===== config.mk =====
export PLATFORM = sky130hd
export DESIGN_NAME = stopwatch_countdown_timer_flat
export DESIGN_NICKNAME = d
export VERILOG_FILES = /design/src/rtl/swt_pkg.sv /design/src/rtl/swt_ifs.sv /design/src/rtl/swt_front.sv /design/src/rtl/swt_fifo.sv /design/src/rtl/swt_exec.sv /design/src/rtl/swt_fmt.sv /design/src/rtl/stopwatch_countdown_timer.sv /design/src/flat_wrapper.sv
export SDC_FILE = /design/constraint.sdc
export NUM_CORES = 2
export LEC_CHECK = 0
export ABC_AREA = 1
export BUFFER_PORTS_ARGS = -buffer_cell sky130_fd_sc_hd__buf_2
export CAP_MARGIN = 30
export CORE_MARGIN = 2
export CORE_UTILIZATION = 35
export DETAILED_ROUTE_END_ITERATION = 16
export GPL_ROUTABILITY_DRIVEN = 0
export PLACE_DENSITY_LB_ADDON = 0.15
export REMOVE_ABC_BUFFERS = 1
export SETUP_SLACK_MARGIN = 0.1
export SYNTH_ARGS = -nofsm -noshare
export SYNTH_HDL_FRONTEND = slang
export SYNTH_HIERARCHICAL = 1
export SYNTH_SLANG_ARGS = --single-unit
export TNS_END_PERCENT = 1

===== constraint.sdc =====
create_clock -name clk -period 12.6 [get_ports clk]
set_clock_uncertainty 0.15 [all_clocks]
set_input_delay 1.26 -clock clk [delete_from_list [all_inputs] [get_ports clk]]
set_output_delay 1.26 -clock clk [all_outputs]
set_load 0.05 [all_outputs]

===== src/rtl/swt_pkg.sv =====
// Shared types and constants of the stopwatch/countdown timer
package swt_pkg;

    localparam int TIME_W   = 32;
    localparam int OP_W     = 3;
    localparam int AMT_W    = 23;
    localparam int UNIT_W   = 2;
    localparam int HOURS_W  = 11;
    localparam int MIN_W    = 6;
    localparam int SEC_W    = 6;

    localparam logic [TIME_W-1:0] LIMIT_RESET = 32'd359999000;

    localparam logic [OP_W-1:0] OP_TICK   = 3'd0;
    localparam logic [OP_W-1:0] OP_START  = 3'd1;
    localparam logic [OP_W-1:0] OP_STOP   = 3'd2;
    localparam logic [OP_W-1:0] OP_TOGGLE = 3'd3;
    localparam logic [OP_W-1:0] OP_ADD    = 3'd4;
    localparam logic [OP_W-1:0] OP_RESET  = 3'd5;

    localparam logic [UNIT_W-1:0] UNIT_SEC  = 2'd0;
    localparam logic [UNIT_W-1:0] UNIT_MIN  = 2'd1;
    localparam logic [UNIT_W-1:0] UNIT_HOUR = 2'd2;

    // milliseconds per add unit
    localparam int SCALE_W = 22;
    localparam logic [SCALE_W-1:0] MS_PER_SEC  = 22'd1000;
    localparam logic [SCALE_W-1:0] MS_PER_MIN  = 22'd60000;
    localparam logic [SCALE_W-1:0] MS_PER_HOUR = 22'd3600000;
    localparam int ADD_W = AMT_W + SCALE_W;

    // reciprocal constants: x/1000 and x/60 by multiply and shift
    localparam int DIV1000_MUL_W = 29;
    localparam logic [DIV1000_MUL_W-1:0] DIV1000_MUL = 29'd274877907;
    localparam int DIV1000_SHIFT = 38;
    localparam int DIV60_MUL_W = 24;
    localparam logic [DIV60_MUL_W-1:0] DIV60_MUL = 24'd8947849;
    localparam int DIV60_SHIFT = 29;
    localparam int SECS_W = 23;
    localparam int MTOT_W = 17;
    localparam int PER_SIXTY = 60;

    localparam int QUEUE_DEPTH = 2;

    typedef enum logic [2:0] {
        CMD_TICK,
        CMD_START,
        CMD_STOP,
        CMD_TOGGLE,
        CMD_ADD,
        CMD_CLEAR,
        CMD_NOP
    } cmd_kind_t;

    typedef struct packed {
        cmd_kind_t        kind;
        logic [ADD_W-1:0] add_ms;
    } cmd_t;

    typedef struct packed {
        logic              countdown;
        logic              running;
        logic [TIME_W-1:0] stored;
        logic [TIME_W-1:0] elapsed;
    } snap_t;

endpackage


===== src/rtl/swt_ifs.sv =====
// Channel interfaces of the stopwatch/countdown timer
interface swt_cmd_if;
    logic                        valid;
    logic                        ready;
    logic [swt_pkg::OP_W-1:0]    op;
    logic [swt_pkg::AMT_W-1:0]   add_amount;
    logic [swt_pkg::UNIT_W-1:0]  add_unit;

    modport source (output valid, op, add_amount, add_unit, input ready);
    modport sink   (input valid, op, add_amount, add_unit, output ready);
endinterface

interface swt_rpt_if;
    logic                        valid;
    logic                        ready;
    logic [swt_pkg::HOURS_W-1:0] hours;
    logic [swt_pkg::MIN_W-1:0]   minutes;
    logic [swt_pkg::SEC_W-1:0]   seconds;
    logic                        running;
    logic                        countdown_mode;
    logic                        finished;

    modport source (output valid, hours, minutes, seconds, running, countdown_mode,
                    finished, input ready);
    modport sink   (input valid, hours, minutes, seconds, running, countdown_mode,
                    finished, output ready);
endinterface

interface swt_cfg_if;
    logic                        valid;
    logic                        ready;
    logic [swt_pkg::TIME_W-1:0]  data;

    modport source (output valid, data, input ready);
    modport sink   (input valid, data, output ready);
endinterface


===== src/rtl/swt_front.sv =====
// Front end: takes commands, decodes them and scales add amounts to ms
module swt_front (
    input  logic                       clk,
    input  logic                       rst_n,
    input  logic                       in_valid,
    output logic                       in_ready,
    input  logic [swt_pkg::OP_W-1:0]   op,
    input  logic [swt_pkg::AMT_W-1:0]  add_amount,
    input  logic [swt_pkg::UNIT_W-1:0] add_unit,
    output logic                       out_valid,
    input  logic                       out_ready,
    output swt_pkg::cmd_t              out_cmd
);

    logic                         valid_reg;
    swt_pkg::cmd_t                cmd_reg;
    swt_pkg::cmd_t                cmd_next;
    logic [swt_pkg::SCALE_W-1:0]  scale;
    logic                         take;

    assign in_ready  = !valid_reg || out_ready;
    assign take      = in_valid && in_ready;
    assign out_valid = valid_reg;
    assign out_cmd   = cmd_reg;

    always_comb
    begin
        case (add_unit)
            swt_pkg::UNIT_SEC:  scale = swt_pkg::MS_PER_SEC;
            swt_pkg::UNIT_MIN:  scale = swt_pkg::MS_PER_MIN;
            swt_pkg::UNIT_HOUR: scale = swt_pkg::MS_PER_HOUR;
            default:            scale = '0;
        endcase

        cmd_next.add_ms = swt_pkg::ADD_W'(add_amount) * swt_pkg::ADD_W'(scale);
        case (op)
            swt_pkg::OP_TICK:   cmd_next.kind = swt_pkg::CMD_TICK;
            swt_pkg::OP_START:  cmd_next.kind = swt_pkg::CMD_START;
            swt_pkg::OP_STOP:   cmd_next.kind = swt_pkg::CMD_STOP;
            swt_pkg::OP_TOGGLE: cmd_next.kind = swt_pkg::CMD_TOGGLE;
            swt_pkg::OP_ADD:
            begin
                if (add_unit inside {swt_pkg::UNIT_SEC, swt_pkg::UNIT_MIN, swt_pkg::UNIT_HOUR})
                    cmd_next.kind = swt_pkg::CMD_ADD;
                else
                    cmd_next.kind = swt_pkg::CMD_NOP;
            end
            swt_pkg::OP_RESET:  cmd_next.kind = swt_pkg::CMD_CLEAR;
            default:            cmd_next.kind = swt_pkg::CMD_NOP;
        endcase
    end

    always_ff @(posedge clk or negedge rst_n)
    begin
        if (!rst_n)
            valid_reg <= 1'b0;
        else if (in_ready)
            valid_reg <= in_valid;
    end

    always_ff @(posedge clk)
    begin
        if (take)
            cmd_reg <= cmd_next;
    end

endmodule


===== src/rtl/swt_fifo.sv =====
// Command queue between front end and execution stage
module swt_fifo #(
    parameter int DEPTH = swt_pkg::QUEUE_DEPTH
) (
    input  logic          clk,
    input  logic          rst_n,
    input  logic          in_valid,
    output logic          in_ready,
    input  swt_pkg::cmd_t in_cmd,
    output logic          out_valid,
    input  logic          out_ready,
    output swt_pkg::cmd_t out_cmd
);

    localparam int PTR_W = $clog2(DEPTH);
    localparam int CNT_W = $clog2(DEPTH + 1);
    localparam logic [PTR_W-1:0] LAST = PTR_W'(DEPTH - 1);

    swt_pkg::cmd_t    slot_reg [DEPTH];
    logic [PTR_W-1:0] wr_ptr_reg;
    logic [PTR_W-1:0] rd_ptr_reg;
    logic [CNT_W-1:0] count_reg;
    logic             push;
    logic             pop;

    assign in_ready  = count_reg != CNT_W'(DEPTH);
    assign out_valid = count_reg != '0;
    assign push      = in_valid && in_ready;
    assign pop       = out_valid && out_ready;
    assign out_cmd   = slot_reg[rd_ptr_reg];

    always_ff @(posedge clk or negedge rst_n)
    begin
        if (!rst_n)
        begin
            wr_ptr_reg <= '0;
            rd_ptr_reg <= '0;
            count_reg  <= '0;
        end
        else
        begin
            if (push)
                wr_ptr_reg <= (wr_ptr_reg == LAST) ? '0 : wr_ptr_reg + 1'b1;
            if (pop)
                rd_ptr_reg <= (rd_ptr_reg == LAST) ? '0 : rd_ptr_reg + 1'b1;
            if (push && !pop)
                count_reg <= count_reg + 1'b1;
            else if (pop && !push)
                count_reg <= count_reg - 1'b1;
        end
    end

    always_ff @(posedge clk)
    begin
        if (push)
            slot_reg[wr_ptr_reg] <= in_cmd;
    end

endmodule


===== src/rtl/swt_exec.sv =====
// Execution stage: timer state, limit register and per-command update
module swt_exec (
    input  logic                       clk,
    input  logic                       rst_n,
    input  logic                       cmd_valid,
    input  swt_pkg::cmd_t              cmd,
    input  logic                       adv,
    input  logic                       cfg_valid,
    input  logic [swt_pkg::TIME_W-1:0] cfg_data,
    output logic                       snap_valid,
    output swt_pkg::snap_t             snap
);

    localparam int TW    = swt_pkg::TIME_W;
    localparam int SUM_W = swt_pkg::ADD_W + 1;

    logic [TW-1:0] now_reg, now_next;
    logic [TW-1:0] elapsed_reg, elapsed_next;   // always now - start stamp
    logic [TW-1:0] stored_reg, stored_next;
    logic [TW-1:0] limit_reg;
    logic [TW-1:0] stored_base;
    logic          countdown_reg, countdown_next;
    logic          running_reg, running_next;
    logic          is_tick, do_start, do_stop, clear, add_ok, pop;
    logic [SUM_W-1:0] add_sum;

    assign pop        = cmd_valid && adv;
    assign snap_valid = pop;
    assign add_sum    = SUM_W'(stored_reg) + SUM_W'(cmd.add_ms);
    assign add_ok     = (cmd.kind == swt_pkg::CMD_ADD) && (add_sum <= SUM_W'(limit_reg));

    always_comb
    begin
        is_tick  = 1'b0;
        do_start = 1'b0;
        do_stop  = 1'b0;
        clear    = 1'b0;
        case (cmd.kind)
            swt_pkg::CMD_TICK:   is_tick = 1'b1;
            swt_pkg::CMD_START:  do_start = 1'b1;
            swt_pkg::CMD_STOP:   do_stop = 1'b1;
            swt_pkg::CMD_TOGGLE:
            begin
                do_start = !running_reg;
                do_stop  = running_reg;
            end
            swt_pkg::CMD_CLEAR:
            begin
                do_stop = 1'b1;
                clear   = 1'b1;
            end
            default: ;
        endcase

        now_next = is_tick ? now_reg + 1'b1 : now_reg;

        if (is_tick)
            elapsed_next = elapsed_reg + 1'b1;
        else if (do_start)
            elapsed_next = countdown_reg ? '0 : stored_reg;
        else if (do_stop)
            elapsed_next = now_reg;   // stamp cleared to zero
        else
            elapsed_next = elapsed_reg;

        if (do_start)
            running_next = 1'b1;
        else if (do_stop)
            running_next = 1'b0;
        else
            running_next = running_reg;

        countdown_next = countdown_reg;
        stored_base    = stored_reg;
        if (clear)
        begin
            countdown_next = 1'b0;
            stored_base    = '0;
        end
        else if (add_ok)
        begin
            countdown_next = 1'b1;
            stored_base    = add_sum[TW-1:0];
        end

        // running stopwatch shows elapsed time, saturated at the limit
        if (!countdown_next && running_next)
            stored_next = (elapsed_next >= limit_reg) ? limit_reg : elapsed_next;
        else
            stored_next = stored_base;

        snap.countdown = countdown_next;
        snap.running   = running_next;
        snap.stored    = stored_next;
        snap.elapsed   = elapsed_next;
    end

    always_ff @(posedge clk or negedge rst_n)
    begin
        if (!rst_n)
        begin
            now_reg       <= '0;
            elapsed_reg   <= '0;
            stored_reg    <= '0;
            countdown_reg <= 1'b0;
            running_reg   <= 1'b0;
            limit_reg     <= swt_pkg::LIMIT_RESET;
        end
        else
        begin
            if (pop)
            begin
                now_reg       <= now_next;
                elapsed_reg   <= elapsed_next;
                stored_reg    <= stored_next;
                countdown_reg <= countdown_next;
                running_reg   <= running_next;
            end
            if (cfg_valid)
                limit_reg <= cfg_data;
        end
    end

endmodule


===== src/rtl/swt_fmt.sv =====
// Report pipeline: shown time, then ms to hours/minutes/seconds
module swt_fmt (
    input  logic                        clk,
    input  logic                        rst_n,
    input  logic                        snap_valid,
    input  swt_pkg::snap_t              snap,
    output logic                        adv,
    output logic                        out_valid,
    input  logic                        out_ready,
    output logic [swt_pkg::HOURS_W-1:0] hours,
    output logic [swt_pkg::MIN_W-1:0]   minutes,
    output logic [swt_pkg::SEC_W-1:0]   seconds,
    output logic                        running,
    output logic                        countdown_mode,
    output logic                        finished
);

    localparam int TW     = swt_pkg::TIME_W;
    localparam int SW     = swt_pkg::SECS_W;
    localparam int MW     = swt_pkg::MTOT_W;
    localparam int HW     = swt_pkg::HOURS_W;
    localparam int P1_W   = TW + swt_pkg::DIV1000_MUL_W;
    localparam int P2_W   = SW + swt_pkg::DIV60_MUL_W;
    localparam int P3_W   = MW + swt_pkg::DIV60_MUL_W;

    typedef struct packed {
        logic running;
        logic countdown;
        logic finished;
    } flags_t;

    logic             va_reg, vb_reg, vc_reg, vd_reg, ve_reg, vo_reg;
    swt_pkg::snap_t   snap_reg;
    logic [TW-1:0]    shown_reg;
    logic [SW-1:0]    secs_c_reg, secs_d_reg;
    logic [MW-1:0]    mtot_d_reg, mtot_e_reg;
    logic [HW-1:0]    hours_e_reg, hours_reg;
    logic [swt_pkg::SEC_W-1:0] secs_e_reg, secs_reg;
    logic [swt_pkg::MIN_W-1:0] mins_reg;
    flags_t           flg_b_reg, flg_c_reg, flg_d_reg, flg_e_reg, flg_reg;

    logic             fin_b;
    logic [TW-1:0]    shown_b;
    logic [P1_W-1:0]  prod1;
    logic [P2_W-1:0]  prod2;
    logic [P3_W-1:0]  prod3;
    logic [SW-1:0]    sec_rem;
    logic [MW-1:0]    min_rem;

    assign adv = !vo_reg || out_ready;

    always_comb
    begin
        fin_b = snap_reg.countdown && snap_reg.running &&
                (snap_reg.elapsed >= snap_reg.stored);
        if (snap_reg.countdown && snap_reg.running && !fin_b)
            shown_b = snap_reg.stored - snap_reg.elapsed;
        else
            shown_b = snap_reg.stored;

        prod1   = P1_W'(shown_reg) * P1_W'(swt_pkg::DIV1000_MUL);
        prod2   = P2_W'(secs_c_reg) * P2_W'(swt_pkg::DIV60_MUL);
        prod3   = P3_W'(mtot_d_reg) * P3_W'(swt_pkg::DIV60_MUL);
        sec_rem = secs_d_reg - SW'(mtot_d_reg) * SW'(swt_pkg::PER_SIXTY);
        min_rem = mtot_e_reg - MW'(hours_e_reg) * MW'(swt_pkg::PER_SIXTY);
    end

    always_ff @(posedge clk or negedge rst_n)
    begin
        if (!rst_n)
        begin
            va_reg <= 1'b0;
            vb_reg <= 1'b0;
            vc_reg <= 1'b0;
            vd_reg <= 1'b0;
            ve_reg <= 1'b0;
            vo_reg <= 1'b0;
        end
        else if (adv)
        begin
            va_reg <= snap_valid;
            vb_reg <= va_reg;
            vc_reg <= vb_reg;
            vd_reg <= vc_reg;
            ve_reg <= vd_reg;
            vo_reg <= ve_reg;
        end
    end

    always_ff @(posedge clk)
    begin
        if (adv)
        begin
            snap_reg    <= snap;

            shown_reg   <= shown_b;
            flg_b_reg   <= '{running: snap_reg.running, countdown: snap_reg.countdown,
                             finished: fin_b};

            secs_c_reg  <= prod1[swt_pkg::DIV1000_SHIFT +: SW];
            flg_c_reg   <= flg_b_reg;

            mtot_d_reg  <= prod2[swt_pkg::DIV60_SHIFT +: MW];
            secs_d_reg  <= secs_c_reg;
            flg_d_reg   <= flg_c_reg;

            hours_e_reg <= prod3[swt_pkg::DIV60_SHIFT +: HW];
            secs_e_reg  <= sec_rem[swt_pkg::SEC_W-1:0];
            mtot_e_reg  <= mtot_d_reg;
            flg_e_reg   <= flg_d_reg;

            hours_reg   <= hours_e_reg;
            mins_reg    <= min_rem[swt_pkg::MIN_W-1:0];
            secs_reg    <= secs_e_reg;
            flg_reg     <= flg_e_reg;
        end
    end

    assign out_valid      = vo_reg;
    assign hours          = hours_reg;
    assign minutes        = mins_reg;
    assign seconds        = secs_reg;
    assign running        = flg_reg.running;
    assign countdown_mode = flg_reg.countdown;
    assign finished       = flg_reg.finished;

endmodule


===== src/rtl/stopwatch_countdown_timer.sv =====
// Top level of the millisecond stopwatch/countdown timer
// Takes one command per clock on cmd while rpt is ready, and returns one report per command
// on rpt, in order. A command is decoded in the front stage, waits in a short queue, updates
// the timer state in the execution stage, and the report then passes six pipeline stages
// that turn milliseconds into hours, minutes and seconds by reciprocal multiplies. A stalled
// rpt holds the report pipeline; cmd keeps taking commands until the front register and the
// queue are full. The time limit register is to be written through cfg only while the timer
// is idle; the block itself does not enforce this.
module stopwatch_countdown_timer #(
    parameter int QUEUE_DEPTH = swt_pkg::QUEUE_DEPTH
) (
    input  logic      clk,
    input  logic      rst_n,
    swt_cmd_if.sink   cmd,
    swt_rpt_if.source rpt,
    swt_cfg_if.sink   cfg
);

    logic           f_valid, f_ready;
    swt_pkg::cmd_t  f_cmd;
    logic           q_valid;
    swt_pkg::cmd_t  q_cmd;
    logic           adv;
    logic           snap_valid;
    swt_pkg::snap_t snap;

    assign cfg.ready = 1'b1;

    swt_front u_front (
        .clk        (clk),
        .rst_n      (rst_n),
        .in_valid   (cmd.valid),
        .in_ready   (cmd.ready),
        .op         (cmd.op),
        .add_amount (cmd.add_amount),
        .add_unit   (cmd.add_unit),
        .out_valid  (f_valid),
        .out_ready  (f_ready),
        .out_cmd    (f_cmd)
    );

    swt_fifo #(
        .DEPTH (QUEUE_DEPTH)
    ) u_fifo (
        .clk       (clk),
        .rst_n     (rst_n),
        .in_valid  (f_valid),
        .in_ready  (f_ready),
        .in_cmd    (f_cmd),
        .out_valid (q_valid),
        .out_ready (adv),
        .out_cmd   (q_cmd)
    );

    swt_exec u_exec (
        .clk        (clk),
        .rst_n      (rst_n),
        .cmd_valid  (q_valid),
        .cmd        (q_cmd),
        .adv        (adv),
        .cfg_valid  (cfg.valid),
        .cfg_data   (cfg.data),
        .snap_valid (snap_valid),
        .snap       (snap)
    );

    swt_fmt u_fmt (
        .clk            (clk),
        .rst_n          (rst_n),
        .snap_valid     (snap_valid),
        .snap           (snap),
        .adv            (adv),
        .out_valid      (rpt.valid),
        .out_ready      (rpt.ready),
        .hours          (rpt.hours),
        .minutes        (rpt.minutes),
        .seconds        (rpt.seconds),
        .running        (rpt.running),
        .countdown_mode (rpt.countdown_mode),
        .finished       (rpt.finished)
    );

endmodule


===== src/flat_wrapper.sv =====
// flat-port wrapper written by rule: the top's interface ports become plain ports
module stopwatch_countdown_timer_flat 
#(
    parameter int QUEUE_DEPTH = swt_pkg::QUEUE_DEPTH
)
  (clk, rst_n, cmd_valid, cmd_op, cmd_add_amount, cmd_add_unit, cmd_ready, rpt_valid, rpt_hours, rpt_minutes, rpt_seconds, rpt_running, rpt_countdown_mode, rpt_finished, rpt_ready, cfg_valid, cfg_data, cfg_ready);
  swt_cmd_if cmd_i ();
  swt_rpt_if rpt_i ();
  swt_cfg_if cfg_i ();
  input  logic clk;
  input  logic rst_n;
  input wire logic [$bits(cmd_i.valid)-1:0] cmd_valid;
  input wire logic [$bits(cmd_i.op)-1:0] cmd_op;
  input wire logic [$bits(cmd_i.add_amount)-1:0] cmd_add_amount;
  input wire logic [$bits(cmd_i.add_unit)-1:0] cmd_add_unit;
  output wire logic [$bits(cmd_i.ready)-1:0] cmd_ready;
  output wire logic [$bits(rpt_i.valid)-1:0] rpt_valid;
  output wire logic [$bits(rpt_i.hours)-1:0] rpt_hours;
  output wire logic [$bits(rpt_i.minutes)-1:0] rpt_minutes;
  output wire logic [$bits(rpt_i.seconds)-1:0] rpt_seconds;
  output wire logic [$bits(rpt_i.running)-1:0] rpt_running;
  output wire logic [$bits(rpt_i.countdown_mode)-1:0] rpt_countdown_mode;
  output wire logic [$bits(rpt_i.finished)-1:0] rpt_finished;
  input wire logic [$bits(rpt_i.ready)-1:0] rpt_ready;
  input wire logic [$bits(cfg_i.valid)-1:0] cfg_valid;
  input wire logic [$bits(cfg_i.data)-1:0] cfg_data;
  output wire logic [$bits(cfg_i.ready)-1:0] cfg_ready;
  assign cmd_i.valid = cmd_valid;
  assign cmd_i.op = cmd_op;
  assign cmd_i.add_amount = cmd_add_amount;
  assign cmd_i.add_unit = cmd_add_unit;
  assign cmd_ready = cmd_i.ready;
  assign rpt_valid = rpt_i.valid;
  assign rpt_hours = rpt_i.hours;
  assign rpt_minutes = rpt_i.minutes;
  assign rpt_seconds = rpt_i.seconds;
  assign rpt_running = rpt_i.running;
  assign rpt_countdown_mode = rpt_i.countdown_mode;
  assign rpt_finished = rpt_i.finished;
  assign rpt_i.ready = rpt_ready;
  assign cfg_i.valid = cfg_valid;
  assign cfg_i.data = cfg_data;
  assign cfg_ready = cfg_i.ready;
  stopwatch_countdown_timer #(.QUEUE_DEPTH(QUEUE_DEPTH)) u_core (.clk(clk), .rst_n(rst_n), .cmd(cmd_i), .rpt(rpt_i), .cfg(cfg_i));
endmodule

* Word level (Yosys, flattened, before mapping)
Memory sizes are Yosys's and may differ from the RTL's. Cells that the tools add are included.
Cells by class: $add $sub $neg 10, order comparisons 3, equality and inequality tests 13, multipliers 6, reduce and logical (&&, ||, !) cells 27, multiplexer cells 26
Operator list (count):
- 2-to-1 mux 32 bit | 9
- case mux 22 bit (3 select lines) | 1
- adder 32 x 1 -> 32 bit (second input constant) | 2
- >= comparator 32 bit | 2
- multiplier 32 x 29 -> 61 bit (second input constant) | 1
- adder 32 x 45 -> 46 bit | 1
- <= comparator 46 x 32 -> 1 bit | 1
- multiplier 23 x 24 -> 46 bit (second input constant) | 1
- multiplier 23 x 22 -> 45 bit | 1
- multiplier 17 x 24 -> 40 bit (second input constant) | 1
- subtractor 32 bit | 1
- case mux 3 bit (6 select lines) | 1
- multiplier 17 x 4 -> 4 bit (second input constant) | 1
- equality test 3 x 2 -> 1 bit (second input constant) | 4
- equality test 3 bit (second input constant) | 4
- subtractor 6 bit | 2
- multiplier 11 x 4 -> 4 bit (second input constant) | 1
- logical AND 1 bit | 10
- 2-to-1 mux 1 bit | 10
- zero test 1 bit | 7
- equality test 3 x 1 -> 1 bit (second input constant) | 2
- zero test 3 bit | 2
- 2-to-1 mux 2 bit | 3
- case mux 1 bit (2 select lines) | 2
- other kinds (12) | 15
Word-level totals: word-level logic and storage cells 133, register bits 394, output and inout port bits 29, input port bits 65, memories 1, RAM bits 96
Memories:
- u_core.u_fifo.slot_reg | depth 2, bits a word 48, read ports 1, clocked after Yosys merged registers in 0, write ports 1, RTL line swt_fifo.sv:19 | swt_pkg::cmd_t slot_reg [DEPTH];

* Longest topological paths before layout
An unclocked memory read counts as a cell.
depth after elaboration 10, mapped depth 39, mapped depth without buffers 36

* Hierarchy
The synthesis kept the hierarchy.
By module, submodules not included:
- swt_fmt | area each 35637.9 um2, instances 1, cells an instance 4384
- swt_front | area each 13839.5 um2, instances 1, cells an instance 1630
- swt_exec | area each 13295.3 um2, instances 1, cells an instance 2117
- swt_fifo | area each 3717.3 um2, instances 1, cells an instance 280
- stopwatch_countdown_timer | area each 11.3 um2, instances 1, cells an instance 2

* Worst setup path after synthesis
No wires, ideal clock.
kind input to register, from in rpt_ready, to reg u_core.u_exec.now_reg[30], stages on the path 14, library setup time 0.121 ns, buffers on the path 0, data arrival time 8.451 ns, setup slack 3.878 ns, cell sequence inv_1 -> nand2_1 -> nand2_1 -> nor2_4 -> nand2_1 -> nor4_2 -> nand4_1 -> nor3_2 -> nand4_1 -> nor3_1 -> nand3_1 -> nor2_1 -> nand2_1 -> xor2_1
On the way: longest elaborated chain between the ends 3
Ends and longest elaborated chain:
- start: declaration | RTL line flat_wrapper.sv:24 | input wire logic [$bits(rpt_i.ready)-1:0] rpt_ready;
- logical OR 1 bit | RTL line swt_fmt.sv:50 | assign adv = !vo_reg || out_ready;
- named net u_core.adv | RTL line stopwatch_countdown_timer.sv:23 | logic adv;
- logical AND 1 bit | RTL line swt_exec.sv:27 | assign pop = cmd_valid && adv;
- AND reduction 2 bit (no line)
- end signal: assignment | RTL line swt_exec.sv:113 | now_reg <= now_next;
- end: declaration | RTL line swt_exec.sv:17 | logic [TW-1:0] now_reg, now_next;
The timed path passes the listed nets, and every way through them passes these cells. A chain may end at the register's enable or synchronous reset.

==> load_flow_metrics.sql <==
INSERT INTO impl_metrics (metric_group, metric, value, unit) VALUES
('floorplanning', 'dieWidth', '440', 'µm'),
('clocking', 'clock_insertion_delay_at_the_later_pin_of_the_skew_report', '0.71', 'ns'),
('run', 'drv_cap', '0', ''),
('timing', 'worst_slew_pin_slew', '0.950', 'ns'),
('global_route', 'grt_first_pass_wirelength', '311000', 'µm'),
('timing', 'finalWorstPathRequiredPeriod', '7.44', 'ns'),
('logic_synthesis', 'synth_enable_flop_cells', '346', ''),
('cells_and_area', 'mostFrequentLayoutCells', '2146 x nand2_1, 2042 x inv_1, 1014 x ha_1', ''),
('clocking', 'cts_inserted_buffers', '59', ''),
('global_route', 'antenna_found_initial', '1', ''),
('cells_and_area', 'mostFrequentLayoutCell', 'nand2_1', ''),
('logic_synthesis', 'synth_top_flop_cell', 'edfxtp_1', ''),
('timing', 'finalHoldViolations', '0', ''),
('floorplanning', 'io_pins', '94', ''),
('setup_path', 'crit_fanout', '23', ''),
('outcome', 'outcome', 'completed', ''),
('setup_path', 'crit_required', '12.88', 'ns'),
('setup_path', 'setup.worst_path.class', 'in2reg', ''),
('place', 'count_of_input_and_output_buffers', '92', ''),
('cells_and_area', 'drive_above_1_share', '0.0376', ''),
('timing', 'final_min_period_over_clock_period', '0.590', ''),
('clocking', 'cts.sink_count', '487', ''),
('hold_path', 'worstHoldPathType', 'reg2reg', ''),
('logic_synthesis', 'netlist.top_cell.by_area', 'fa_1', ''),
('timing', 'grt_setup_unrepaired', 'false', ''),
('logic_synthesis', 'yosysWarningCount', '6', ''),
('clocking', 'clock_tree_from_tritoncts', 'built', ''),
('global_route', 'global_route.overflow_total', '0', ''),
('logic_synthesis', 'post_synthesis_cell_area', '66500', 'µm²'),
('setup_path', 'worstSetupEndpointType', 'register', ''),
('logic_synthesis', 'ys_async_sr_fraction', '0.290', ''),
('routing', 'via_count', '52800', ''),
('clocking', 'clock_h_tree_levels', '2', ''),
('logic_synthesis', 'syn_avg_cell_area', '7.90', 'µm²'),
('clocking', 'postCtsResizedCells', '0', ''),
('cells_and_area', 'num-fill-cells', '19800', ''),
('logic_synthesis', 'yosysTopAreaCellShare', '0.197', ''),
('setup_path', 'worst_r2r_path_depth', '22', ''),
('clocking', 'cts_setup_buffers', '0', ''),
('cells_and_area', 'final_nets', '10200', ''),
('logic_synthesis', 'synth.top_cells.by_area', 'fa_1 20%, ha_1 19%, edfxtp_1 16%, nand2_1 12%, inv_1 12%', ''),
('clocking', 'clk_pin_slew_worst_paths', '0.08', 'ns'),
('cells_and_area', 'largest_register_ffs', '96', ''),
('floorplanning', 'rows', '159', ''),
('hold_path', 'whs_path_depth', '0', ''),
('setup_path', 'cp.arrival', '7.72', 'ns'),
('logic_synthesis', 'yosys.cell_types.count', '63', ''),
('floorplanning', 'floorplan.core_area', '188000', 'µm²'),
('floorplanning', 'height_of_the_die', '440', 'µm'),
('place', 'detailedPlacementHpwl', '169000', 'µm'),
('cells_and_area', 'area.growth.synth_to_final', '7.91', '%'),
('logic_synthesis', 'cell_count_after_synthesis', '8413', ''),
('global_route', 'grt_start_max_net_pins', '80', ''),
('clocking', 'postCtsHoldBufs', '0', ''),
('clocking', 'cts.root.buffer_cell', 'clkbuf_16', ''),
('setup_path', 'crit_path_start_kind', 'primary input', ''),
('routing', 'drt_drc_violations_left', '0', ''),
('floorplanning', 'die_area', '194000', 'µm²'),
('timing', 'clock.fmax', '134', 'MHz'),
('floorplanning', 'floorplan.initialDensity', '0.353', ''),
('routing', 'drt.antenna.violating_nets', '0', ''),
('timing', 'setup_viol_count_final', '0', ''),
('routing', 'first_iter_violations', '3518', ''),
('routing', 'wirelength', '198000', 'µm'),
('timing', 'drv_slew', '0', ''),
('logic_synthesis', 'yosysSeqAreaShare', '0.210', ''),
('logic_synthesis', 'synth.ff_latch_count', '487', ''),
('global_route', 'globalRouteTotalUtil', '0.207', ''),
('global_route', 'grt_pass1_vias', '53900', ''),
('routing', 'drt_first_pass_iters', '6', ''),
('timing', 'setup_tns', '0', 'ns'),
('routing', 'via_per_inst', '4.79', ''),
('clocking', 'cts-root-to-sink-buffers', '3', ''),
('routing', 'routedWlPerCell', '17.9', 'µm'),
('timing', 'timing.max_slew.rel_slack', '0.362', '');
critical path, stage by stage:
cell	delay (ns)
buf_2	0.29
clkinv_1	0.16
ha_1	0.88
nand2_1	0.35
nand2_1	0.13
o21ai_0	0.10
inv_1	0.07
ha_1	0.14
o21bai_1	0.11
inv_1	0.08
fa_1	0.53
inv_1	0.06
fa_1	0.55
fa_1	0.44
fa_1	0.53
fa_1	0.42
ha_1	0.29
ha_1	0.35
nand2_1	0.10
inv_1	0.06
nand2_1	0.17
inv_1	0.06
a21oi_1	0.17
nand3_2	0.16
nand2_1	0.12
nand2_1	0.05
nand2_1	0.06
nand2_1	0.04
through the flow:
stage | cells | worst slack [ns] | area (µm²) | util | hold WS [ns]
2_1_floorplan | 8309 | 1.53 | 65900 | - | 0.250
4_1_cts | 11000 | 5.21 | 71700 | 0.381 | 0.235
3_3_place_gp | 10900 | 4.53 | 69800 | 0.371 | 0.251
6_report | 11000 | 5.16 | 71800 | 0.381 | 0.240
3_5_place_dp | 10900 | 4.50 | 69800 | 0.371 | 0.255
5_1_grt | 11000 | 4.59 | 71800 | 0.381 | 0.241
final timing paths:
| check | startpoint | end | slack, ns |
|---|---|---|---|
| setup / recovery | cmd_add_unit[0] | u_core/u_front/out_cmd[44] | 5.16 |
| hold / removal | u_core/u_fmt/flg_e_reg[2] | u_core/u_fmt/running | 0.24 |
| setup reg to reg | u_core/u_fmt/shown_reg[13] | u_core/u_fmt/secs_c_reg[3] | 5.33 |
| hold reg to reg | u_core/u_fmt/flg_e_reg[2] | u_core/u_fmt/running | 0.24 |
| min in group asynchronous | rst_n | u_core/u_exec/elapsed_reg[23] | 0.48 |
| max in group asynchronous | rst_n | u_core/u_exec/stored_reg[5] | 10.45 |
Yosys cell counts, types with 4 or more instances:
library cell,n
o211ai_1,25
mux2_2,5
nand2_1,2149
o21ai_1,19
xnor2_1,34
ha_1,1014
clkbuf_1,56
nor2_1,491
dfrtp_1,128
a21oi_1,270
o311ai_0,17
inv_1,2043
buf_6,6
nand4_1,63
o21ai_0,241
nand3_1,352
nor4_1,19
o21a_1,7
a32oi_1,4
nand2_2,42
edfxtp_1,346
and2_1,49
o21bai_1,38
buf_2,24
fa_1,653
o21ai_2,5
xor2_1,104
nand3b_1,14
buf_4,11
dfstp_2,13
buf_1,4
nand3_2,8
nor2_2,13
a21o_1,9
a21boi_0,11
inv_2,4
nor3_1,73
a31oi_1,7
kinds of logic after synthesis:
| kind of cell | Yosys count | synth area share |
|---|---|---|
| multiplexers | 5 | 0.000847 |
| flip-flops | 487 | 0.210 |
| other | 2 | 0.000113 |
| buffers and inverters | 2156 | 0.124 |
| AND/OR/NAND/NOR | 3292 | 0.204 |
| adder cells (fa/ha/maj) | 1667 | 0.387 |
| XOR/XNOR | 138 | 0.0182 |
| AO/OA/AOI/OAI | 666 | 0.0557 |
metal layers:
| layer | GRT usage | vias to the layer above | wire [µm] |
|---|---|---|---|
| li1 | - | 26200 | - |
| met5 | 0 | - | 0 |
| met2 | 0.340 | 1082 | 90700 |
| met1 | 0.290 | 25300 | 93800 |
| met3 | 0.0182 | 199 | 7820 |
| met4 | 0.0556 | 0 | 5490 |
area by class of cell:
class / count / area [µm²] / share of cell area
multi-input combinational: 5772 / 44400 / 0.618
sequential: 487 / 13900 / 0.194
inverter: 2050 / 7690 / 0.107
tap: 2495 / 3120 / 0.0435
clock buffer: 78 / 1570 / 0.0218
timing repair buffer: 127 / 767 / 0.0107
clock inverter: 30 / 308 / 0.00429
antenna: 1 / 2.50 / 0.0000349
Power is not shown: default switching activity piles up to over one toggle a cycle in this logic, so the estimate is an artifact.
